==> config.mk <==
export PLATFORM = sky130hd
export DESIGN_NAME = compact_cell_encoder_core
export DESIGN_NICKNAME = d
export VERILOG_FILES = /design/src/rtl/core/cce_pkg.sv /design/src/rtl/core/cce_shift_unit.sv /design/src/rtl/core/compact_cell_encoder_core.sv
export SDC_FILE = /design/constraint.sdc
export NUM_CORES = 1
export LEC_CHECK = 0
export ABC_CLOCK_PERIOD_IN_PS = 6600
export BUFFER_PORTS_ARGS = -buffer_cell sky130_fd_sc_hd__clkbuf_2
export CAP_MARGIN = 20
export CORE_MARGIN = 8
export CORE_UTILIZATION = 45
export DETAILED_ROUTE_END_ITERATION = 10
export GPL_TIMING_DRIVEN = 1
export SYNTH_ARGS = -nofsm -noshare
export SYNTH_HDL_FRONTEND = slang
export SYNTH_SLANG_ARGS = --single-unit
==> constraint.sdc <==
create_clock -name clk -period 6.6 [get_ports clk]
set_clock_uncertainty 0.1 [all_clocks]
set_input_delay 0.33 -clock clk [delete_from_list [all_inputs] [get_ports clk]]
set_output_delay 0.33 -clock clk [all_outputs]
set_load 0.02 [all_outputs]
==> src/rtl/core/cce_pkg.sv <==
package cce_pkg;

    // encoding geometry
    localparam int unsigned CELL_W     = 32;
    localparam int unsigned GROUP_BITS = 7;
    localparam int unsigned BYTE_BITS  = 8;
    localparam int unsigned WORD_BYTES = 4;
    localparam int unsigned MAX_GROUPS = 5;
    localparam int unsigned DATA_W     = GROUP_BITS * MAX_GROUPS;
    localparam int unsigned CNT_W      = 3;

    // compact mode after reset
    localparam logic COMPACT_RESET = 1'b1;

    // shift unit operations
    typedef logic [1:0] shift_op_t;
    localparam shift_op_t SH_NONE   = 2'd0;
    localparam shift_op_t SH_ARITH7 = 2'd1;
    localparam shift_op_t SH_LOGIC7 = 2'd2;
    localparam shift_op_t SH_BYTE   = 2'd3;

endpackage

==> src/rtl/core/cce_shift_unit.sv <==
module cce_shift_unit
(
    input  cce_pkg::shift_op_t               op,
    input  logic [cce_pkg::DATA_W-1:0]       data,
    output logic [cce_pkg::DATA_W-1:0]       shifted
);

    // right shift by one group (arithmetic or logical) or one byte, else pass through
    always_comb
    begin
        case (op)
            cce_pkg::SH_ARITH7:
                shifted = {{cce_pkg::GROUP_BITS{data[cce_pkg::DATA_W-1]}},
                           data[cce_pkg::DATA_W-1:cce_pkg::GROUP_BITS]};
            cce_pkg::SH_LOGIC7:
                shifted = {{cce_pkg::GROUP_BITS{1'b0}},
                           data[cce_pkg::DATA_W-1:cce_pkg::GROUP_BITS]};
            cce_pkg::SH_BYTE:
                shifted = {{cce_pkg::BYTE_BITS{1'b0}},
                           data[cce_pkg::DATA_W-1:cce_pkg::BYTE_BITS]};
            default:
                shifted = data;
        endcase
    end

endmodule

==> src/rtl/core/compact_cell_encoder_core.sv <==
// sequence: compact mode, n groups (1..5): the groups are scanned, then emitted one word
//   per cycle, most significant group first; plain mode: 4 words, low byte first. words are
//   registered. busy stays high through the scan and emit states. the single shared shifter
//   is used once per cycle. the receiver cannot stall.
// reset (rst_n low, asynchronous): idle, no word pending, compact mode on.
module compact_cell_encoder_core
(
    input  logic        clk,
    input  logic        rst_n,
    input  logic        start,
    output logic        busy,
    input  logic [31:0] cell_value,
    input  logic        cfg_we,
    input  logic        cfg_wdata,
    output logic        result_valid,
    output logic [7:0]  out_byte,
    output logic        last_byte
);

    localparam logic [1:0] ST_IDLE = 2'd0;
    localparam logic [1:0] ST_SCAN = 2'd1;
    localparam logic [1:0] ST_EMIT = 2'd2;

    localparam int unsigned DW = cce_pkg::DATA_W;
    localparam int unsigned CW = cce_pkg::CELL_W;
    localparam int unsigned GB = cce_pkg::GROUP_BITS;

    logic [1:0]                  state_reg,  state_next;
    logic                        compact_reg;
    logic                        mode_reg,   mode_next;
    logic [cce_pkg::CNT_W-1:0]   cnt_reg,    cnt_next;
    logic [CW-1:0]               val_reg,    val_next;
    logic [DW-1:0]               stack_reg,  stack_next;
    logic                        valid_reg,  valid_next;
    logic [7:0]                  byte_reg,   byte_next;
    logic                        last_reg,   last_next;

    cce_pkg::shift_op_t          sh_op;
    logic [DW-1:0]               sh_in;
    logic [DW-1:0]               sh_out;
    logic [GB-1:0]               grp;
    logic                        stop;
    logic                        accept;

    // shared shifter
    cce_shift_unit u_shift
    (
        .op      (sh_op),
        .data    (sh_in),
        .shifted (sh_out)
    );

    assign accept = start && (state_reg == ST_IDLE);
    assign grp    = val_reg[GB-1:0];

    // shifter operand select
    always_comb
    begin
        sh_op = cce_pkg::SH_NONE;
        sh_in = stack_reg;
        case (state_reg)
            ST_SCAN:
            begin
                sh_op = cce_pkg::SH_ARITH7;
                sh_in = {{(DW - CW){val_reg[CW-1]}}, val_reg};
            end
            ST_EMIT:
            begin
                if (mode_reg)
                begin
                    sh_op = cce_pkg::SH_LOGIC7;
                    sh_in = stack_reg;
                end
                else
                begin
                    sh_op = cce_pkg::SH_BYTE;
                    sh_in = {{(DW - CW){1'b0}}, val_reg};
                end
            end
            default:
            begin
                sh_op = cce_pkg::SH_NONE;
                sh_in = stack_reg;
            end
        endcase
    end

    // remainder is pure sign extension, or group limit reached
    assign stop = ((sh_out[CW-1:0] == {CW{1'b0}}) && !grp[GB-1]) ||
                  ((sh_out[CW-1:0] == {CW{1'b1}}) && grp[GB-1]) ||
                  (cnt_reg == cce_pkg::CNT_W'(cce_pkg::MAX_GROUPS - 1));

    // sequencer
    always_comb
    begin
        state_next = state_reg;
        mode_next  = mode_reg;
        cnt_next   = cnt_reg;
        val_next   = val_reg;
        stack_next = stack_reg;
        valid_next = 1'b0;
        byte_next  = byte_reg;
        last_next  = last_reg;
        case (state_reg)
            ST_IDLE:
            begin
                if (accept)
                begin
                    val_next   = cell_value;
                    mode_next  = compact_reg;
                    stack_next = '0;
                    if (compact_reg)
                    begin
                        cnt_next   = '0;
                        state_next = ST_SCAN;
                    end
                    else
                    begin
                        cnt_next   = cce_pkg::CNT_W'(cce_pkg::WORD_BYTES);
                        state_next = ST_EMIT;
                    end
                end
            end
            ST_SCAN:
            begin
                // push group; last pushed pops first
                stack_next = {stack_reg[DW-GB-1:0], grp};
                val_next   = sh_out[CW-1:0];
                cnt_next   = cnt_reg + 1'b1;
                if (stop)
                begin
                    state_next = ST_EMIT;
                end
            end
            ST_EMIT:
            begin
                valid_next = 1'b1;
                last_next  = (cnt_reg == cce_pkg::CNT_W'(1));
                if (mode_reg)
                begin
                    byte_next  = {(cnt_reg != cce_pkg::CNT_W'(1)), stack_reg[GB-1:0]};
                    stack_next = sh_out;
                end
                else
                begin
                    byte_next = val_reg[7:0];
                    val_next  = sh_out[CW-1:0];
                end
                cnt_next = cnt_reg - 1'b1;
                if (cnt_reg == cce_pkg::CNT_W'(1))
                begin
                    state_next = ST_IDLE;
                end
            end
            default:
            begin
                state_next = ST_IDLE;
            end
        endcase
    end

    // control registers
    always_ff @(posedge clk or negedge rst_n)
    begin
        if (!rst_n)
        begin
            state_reg   <= ST_IDLE;
            compact_reg <= cce_pkg::COMPACT_RESET;
            valid_reg   <= 1'b0;
            cnt_reg     <= '0;
        end
        else
        begin
            state_reg <= state_next;
            valid_reg <= valid_next;
            cnt_reg   <= cnt_next;
            if (cfg_we)
            begin
                compact_reg <= cfg_wdata;
            end
        end
    end

    // payload registers
    always_ff @(posedge clk)
    begin
        mode_reg  <= mode_next;
        val_reg   <= val_next;
        stack_reg <= stack_next;
        byte_reg  <= byte_next;
        last_reg  <= last_next;
    end

    assign busy         = (state_reg != ST_IDLE);
    assign result_valid = valid_reg;
    assign out_byte     = byte_reg;
    assign last_byte    = last_reg;

endmodule
; ---- After elaboration in Yosys (flattened, before gate mapping)
; Cells that the tools add are included.
[totals]
reg_bits = 84
output_inout_bits = 11
elab_cells = 61
in_bits = 37
[classes]
eq_ne = 14
n_mux = 21
reduce_logical = 15
addsub = 2
[ops]
columns = cell, count
row1 = 35-bit one-hot mux with 3 select lines, 2
row2 = 35-bit 2-to-1 mux, 3
row3 = 32-bit one-hot mux with 3 select lines, 1
row4 = 35-bit one-hot mux with 2 select lines, 1
row5 = 32-bit 2-to-1 mux, 2
row6 = 32-bit equality test (second input constant), 1
row7 = 32-bit zero test, 1
row8 = 2-bit inequality test (second input constant), 5
row9 = 3-bit one-hot mux with 3 select lines, 1
row10 = 3-bit AND reduction, 3
row11 = 2-bit 2-to-1 mux, 4
row12 = 8-bit 2-to-1 mux, 1
row13 = 2-bit equality test (second input constant), 3
row14 = 3-bit 2-to-1 mux, 2
row15 = 2-bit one-hot mux with 3 select lines, 1
row16 = 2-bit by 1-bit equality test with 1-bit output (second input constant), 2
row17 = 2-bit one-hot mux with 2 select lines, 1
row18 = 2-bit AND reduction, 2
row19 = 3-bit by 1-bit adder with 3-bit output (second input constant), 1
row20 = 3-bit by 1-bit equality test with 1-bit output (second input constant), 1
row21 = 3-bit equality test (second input constant), 1
row22 = 1-bit logical AND, 3
row23 = 3-bit by 1-bit inequality test with 1-bit output (second input constant), 1
row24 = 3-bit nonzero test, 1
row25 = other kinds (6), 8

; ---- Longest topological paths before layout
[logic_depth]
word_depth = 10
ltp_mapped = 14
mapped_depth_nobuf = 11

; ---- Cells and area by module
; Synthesis repeated with hierarchy kept, for this count alone.
[hier_totals]
cells_unflattened = 417
hier_area_um2 = 5288.8
[by_module_without_submodules]
columns = mod, area_per_inst_um2, cells_per_inst, n_inst, seq_area_each_um2
row1 = compact_cell_encoder_core, 4291.6, 309, 1, 2488.6
row2 = cce_shift_unit, 997.2, 108, 1, 0.0

; ---- Least setup slack after synthesis
; No wires, ideal clock.
[synth_path]
path_type = reg2reg
startpoint = reg state_reg[0]
endpoint = reg val_reg[0] (enable)
setup_ns = 0.432
synth_period_minus_slack_ns = 3.541
path_slack_ns = 3.059
path_buffers = 3
stages_incl_launch_ff = 7
t_arrival_ns = 3.009
t_required_ns = 6.068
cell_sequence = dfrtp_1 > inv_1 > ha_1 > buf_4 > clkbuf_1 > clkbuf_1 > a21oi_1
[synth_via]
elab_chain_cells = 4
word_cells_on_any_way = 8
classes_between = 4 x eq/ne / 4 x reduce/logical
[synth_rtl]
columns = element, line_no
row1 = "start, declared", compact_cell_encoder_core.sv:28  ; logic [1:0] state_reg, state_next;
row2 = "start signal, assigned", compact_cell_encoder_core.sv:174  ; state_reg <= state_next;
row3 = 2-bit zero test, "compact_cell_encoder_core.sv:53, compact_cell_encoder_core.sv:104"
row4 = 1-bit logical AND, compact_cell_encoder_core.sv:53  ; assign accept = start && (state_reg == ST_IDLE);
row5 = 2-bit inequality test (no source line), -
row6 = 3-bit AND reduction (no source line) *, -
row7 = "end signal, assigned", compact_cell_encoder_core.sv:188  ; val_reg <= val_next;
row8 = "end, declared", compact_cell_encoder_core.sv:32  ; logic [CW-1:0] val_reg, val_next;
; Mark *: on every way between the ends. The rest lies on a longest branch, timed or not.
; A chain may end at the register's enable or synchronous reset.

; ---- Worst setup path in the final report
[layout_path]
startpoint = reg state_reg[1]
endpoint = reg state_reg[0]
[layout_via]
elab_chain_cells = 10
word_cells_on_any_way = 21
classes_between = 9 x eq/ne / 4 x mux / 8 x reduce/logical
[layout_rtl]
columns = element, line_no
row1 = 2-bit equality test / 2-bit by 1-bit equality test with 1-bit output (equally long branches), "compact_cell_encoder_core.sv:61, compact_cell_encoder_core.sv:104"
row2 = 2-bit one-hot mux with 2 select lines, compact_cell_encoder_core.sv:61  ; case (state_reg)
row3 = 2-bit equality test / 2-bit by 1-bit equality test with 1-bit output (equally long branches), cce_shift_unit.sv:11  ; case (op)
row4 = 35-bit one-hot mux with 3 select lines, cce_shift_unit.sv:11
row5 = 32-bit equality test / 32-bit zero test (equally long branches), "compact_cell_encoder_core.sv:90, compact_cell_encoder_core.sv:89"
row6 = 1-bit logical AND (on tied branches), "compact_cell_encoder_core.sv:90, compact_cell_encoder_core.sv:89"
row7 = 1-bit logical OR, compact_cell_encoder_core.sv:89  ; assign stop = ((sh_out[CW-1:0] == {CW{1'b0}}) && !grp[GB-1]) ||
row8 = 1-bit logical OR, compact_cell_encoder_core.sv:90  ; ((sh_out[CW-1:0] == {CW{1'b1}}) && grp[GB-1]) ||
row9 = 2-bit inequality test (no source line), -
row10 = 3-bit AND reduction (no source line), -
; Several ways; a longest one is shown, not always the timed one.

==> flow_summary.yaml <==
layout:
  layout-drive-gt1-share_pct: 17.51
  synthToLayoutAreaGrowth_pct: 11.39
  fin_util_pct: 50.93
  largest_register_ff_count: 35
  diodes: 0
  instances_no_fill: 741
  fill_cell_instance_count_of_the_final_layout: 1129
  nets: 638
yosys:
  post-synth-top-count-cell: "sky130_fd_sc_hd__edfxtp_1"
  synth.avg_cell_area_um2: 9.623
  yosysWarnings: 0
  ys_seq_area_share_pct: 45.69
  ys_top_cells_by_area: "sky130_fd_sc_hd__edfxtp_1 (42%), sky130_fd_sc_hd__a21oi_1 (4.4%), sky130_fd_sc_hd__nor2_1 (3.9%), sky130_fd_sc_hd__o21ai_0 (3.7%), sky130_fd_sc_hd__nand2_1 (3.1%)"
  async_flop_share_pct: 8.333
  synth_area_leader_cell: "sky130_fd_sc_hd__edfxtp_1"
  syn-num-nets: 613
  synth.cells.most_frequent: "sky130_fd_sc_hd__edfxtp_1 (77), sky130_fd_sc_hd__nor2_1 (57), sky130_fd_sc_hd__a21oi_1 (48)"
  number_of_enable_type_register_cells_in_the_synthesized_netlist: 77
  synthDominantCellAreaShare_pct: 42.45
  synth_flop_cell: "sky130_fd_sc_hd__edfxtp_1"
  synth_cells: 566
  post_synth_instance_area_um2: 5446
  yosys.cell_types.count: 72
  ys_seq_elements: 84
critical_path:
  worst_setup_path_start_kind: "flip-flop"
  critical_path_arrival_ps: 4650
  r2r_setup_slack_ps: 2130
  critPathCaptureType: "flip-flop"
  cp_data_required_time_ps: 6780
  ws_path_type: "reg -> reg"
  critical_path.max_fanout: 59
sta:
  slew_viol_final: 0
  setup-violations-final: 0
  period_minus_slack_ps: 4468
  rsz0062_at_grt: "false"
  relSlewSlack_pct: 36.62
  max_clock_freq_mhz: 223.8
  final_hold_violation_count: 0
  tightestPinTransition_ps: 946.6
  fin_worst_setup_slack_ps: 2132
  finalSetupTns_ps: 0
  period_share_pct: 67.70
global_route:
  grt_first_pass_wirelength_um: 28540
  grt_start_max_net_pins: 60
  groute.usage.overall_pct: 23.31
  first_global_vias: 4821
  grt_remaining_overflow: 0
  antenna_violations_before_repair: 0
floorplanning:
  initial_utilization_pct: 45.72
  die-area_um2: 15880
  core-area_um2: 11910
  std_cell_rows: 40
  die_w_um: 126.0
  ioPinCount: 48
  chipHeight_um: 126.0
clock_tree:
  cts_post_setup_buffers_inserted: 0
  cts_sinks: 84
  clock_tree_from_tritoncts: "built"
  max-clock-path-buffers: 2
  htreeDepth: 3
  ctsResizeCount: 0
  worst_setup_hold_path_clk_slew_ps: 60
  clk-insertion-delay-late_ps: 360
  num_cts_buffers: 9
  root_buffer: "sky130_fd_sc_hd__clkbuf_16"
run_status:
  outcome: "complete, no violations"
routing:
  route.detailed.wl_per_inst_um: 24.98
  drcViolationCount: 0
  detail_route.vias_per_cell: 6.711
  detailedRoute.firstPassIterationCount: 6
  detailedRoute.firstIterationViolations: 756
  ant_nets: 0
  totalWireLength_um: 18510
  detailroute.via_count: 4973
placement:
  detailedPlacementHpwl_um: 12550
  placement.setup.worst_slack_ps: 2268
  placed_cells_incl_taps: 725
  portbufs: 47
  globalplace.congestion: 0.9593
worst_hold_path:
  hold_class: "in -> reg"
flow_run:
  maxCapViolCount: 0
[placed cells by master (no fill, tap or decap), types with 10 or more instances in the layout]
master and instances:
sky130_fd_sc_hd__a21oi_1 47, sky130_fd_sc_hd__nand2_1 45, sky130_fd_sc_hd__nor2_1 55, sky130_fd_sc_hd__nand4_1 12, sky130_fd_sc_hd__a22o_1 10, sky130_fd_sc_hd__o21ai_0 40, sky130_fd_sc_hd__mux2_2 13, sky130_fd_sc_hd__inv_1 16
sky130_fd_sc_hd__a21o_1 15, sky130_fd_sc_hd__clkbuf_2 47, sky130_fd_sc_hd__edfxtp_1 77, sky130_fd_sc_hd__nor3_1 10, sky130_fd_sc_hd__o21a_1 15, sky130_fd_sc_hd__o221ai_1 10, sky130_fd_sc_hd__a22oi_1 14
[cells by family (layout without fill, tap and decap cells)]
kind of cell	Yosys count	in the layout	synth area share, %
AND/OR/NAND/NOR	171	171	14.86
buffers and inverters	61	89	4.732
adder cells (fa/ha/maj)	10	10	2.297
multiplexers	20	20	4.112
XOR/XNOR	1	1	0.1608
flip-flops	84	84	45.69
AO/OA/AOI/OAI	219	219	28.14
[worst max-delay path, cell delays in order, from the launching register on]
cell	delay [ps]
sky130_fd_sc_hd__dfrtp_1	440
sky130_fd_sc_hd__inv_1	140
sky130_fd_sc_hd__ha_4	700
sky130_fd_sc_hd__and2_1	660
sky130_fd_sc_hd__nand2_1	480
sky130_fd_sc_hd__o22a_1	360
sky130_fd_sc_hd__a21o_1	210
sky130_fd_sc_hd__or3_1	340
sky130_fd_sc_hd__or4_1	490
sky130_fd_sc_hd__o211ai_2	230
sky130_fd_sc_hd__mux2i_1	210
[layer usage]
layer / wire length, um / vias to the layer above / track usage (%) / part of all wire (%)
met5: 0 / - / 0 / 0
met4: 450 / 0 / 9.271 / 2.4
met3: 1780 / 44 / 4.768 / 9.6
met2: 8482 / 315 / 36.23 / 46
met1: 7799 / 2372 / 31.09 / 42
li1: - / 2242 / - / -
[final timing paths]
| kind | from | endpoint | cells past startpoint |
|---|---|---|---|
| worst max-delay path | state_reg[1] | state_reg[0] | 10 |
| worst max register to register | state_reg[1] | state_reg[0] | 10 |
| min in group asynchronous | rst_n | cnt_reg[1] | 2 |
| worst min-delay path | cfg_we | compact_reg | 2 |
| worst min register to register | compact_reg | mode_reg | 0 |
| max in group asynchronous | rst_n | compact_reg | 2 |
[timing repair]
item | CTS | global route
endpoints found under the setup margin | 0 | 0
hold endpoints to repair | 7 | 0
hold buffers | 1 | 0
[area by class of cell]
class / count / area [um2] / area share (%)
Clock buffer: 9 / 225.2 / 3.712
Clock inverter: 5 / 31.28 / 0.5156
Inverter: 17 / 63.81 / 1.052
Multi-Input combinational cell: 421 / 2734 / 45.06
Sequential cell: 84 / 2489 / 41.02
Tap cell: 147 / 183.9 / 3.032
Timing Repair Buffer: 58 / 340.3 / 5.609
[through the flow]
stage               hold WS, ps  cell area (um2)
detailed placement        77.82             5773
finish                    36.31             6067
global route              72.79             6067
global placement          75.72             5773
CTS                       29.05             6040
floorplan                -65.59             5446
Power is left out: the tool's default activity adds up to more than one toggle a clock period on the data nets, which glitch-free logic cannot reach.
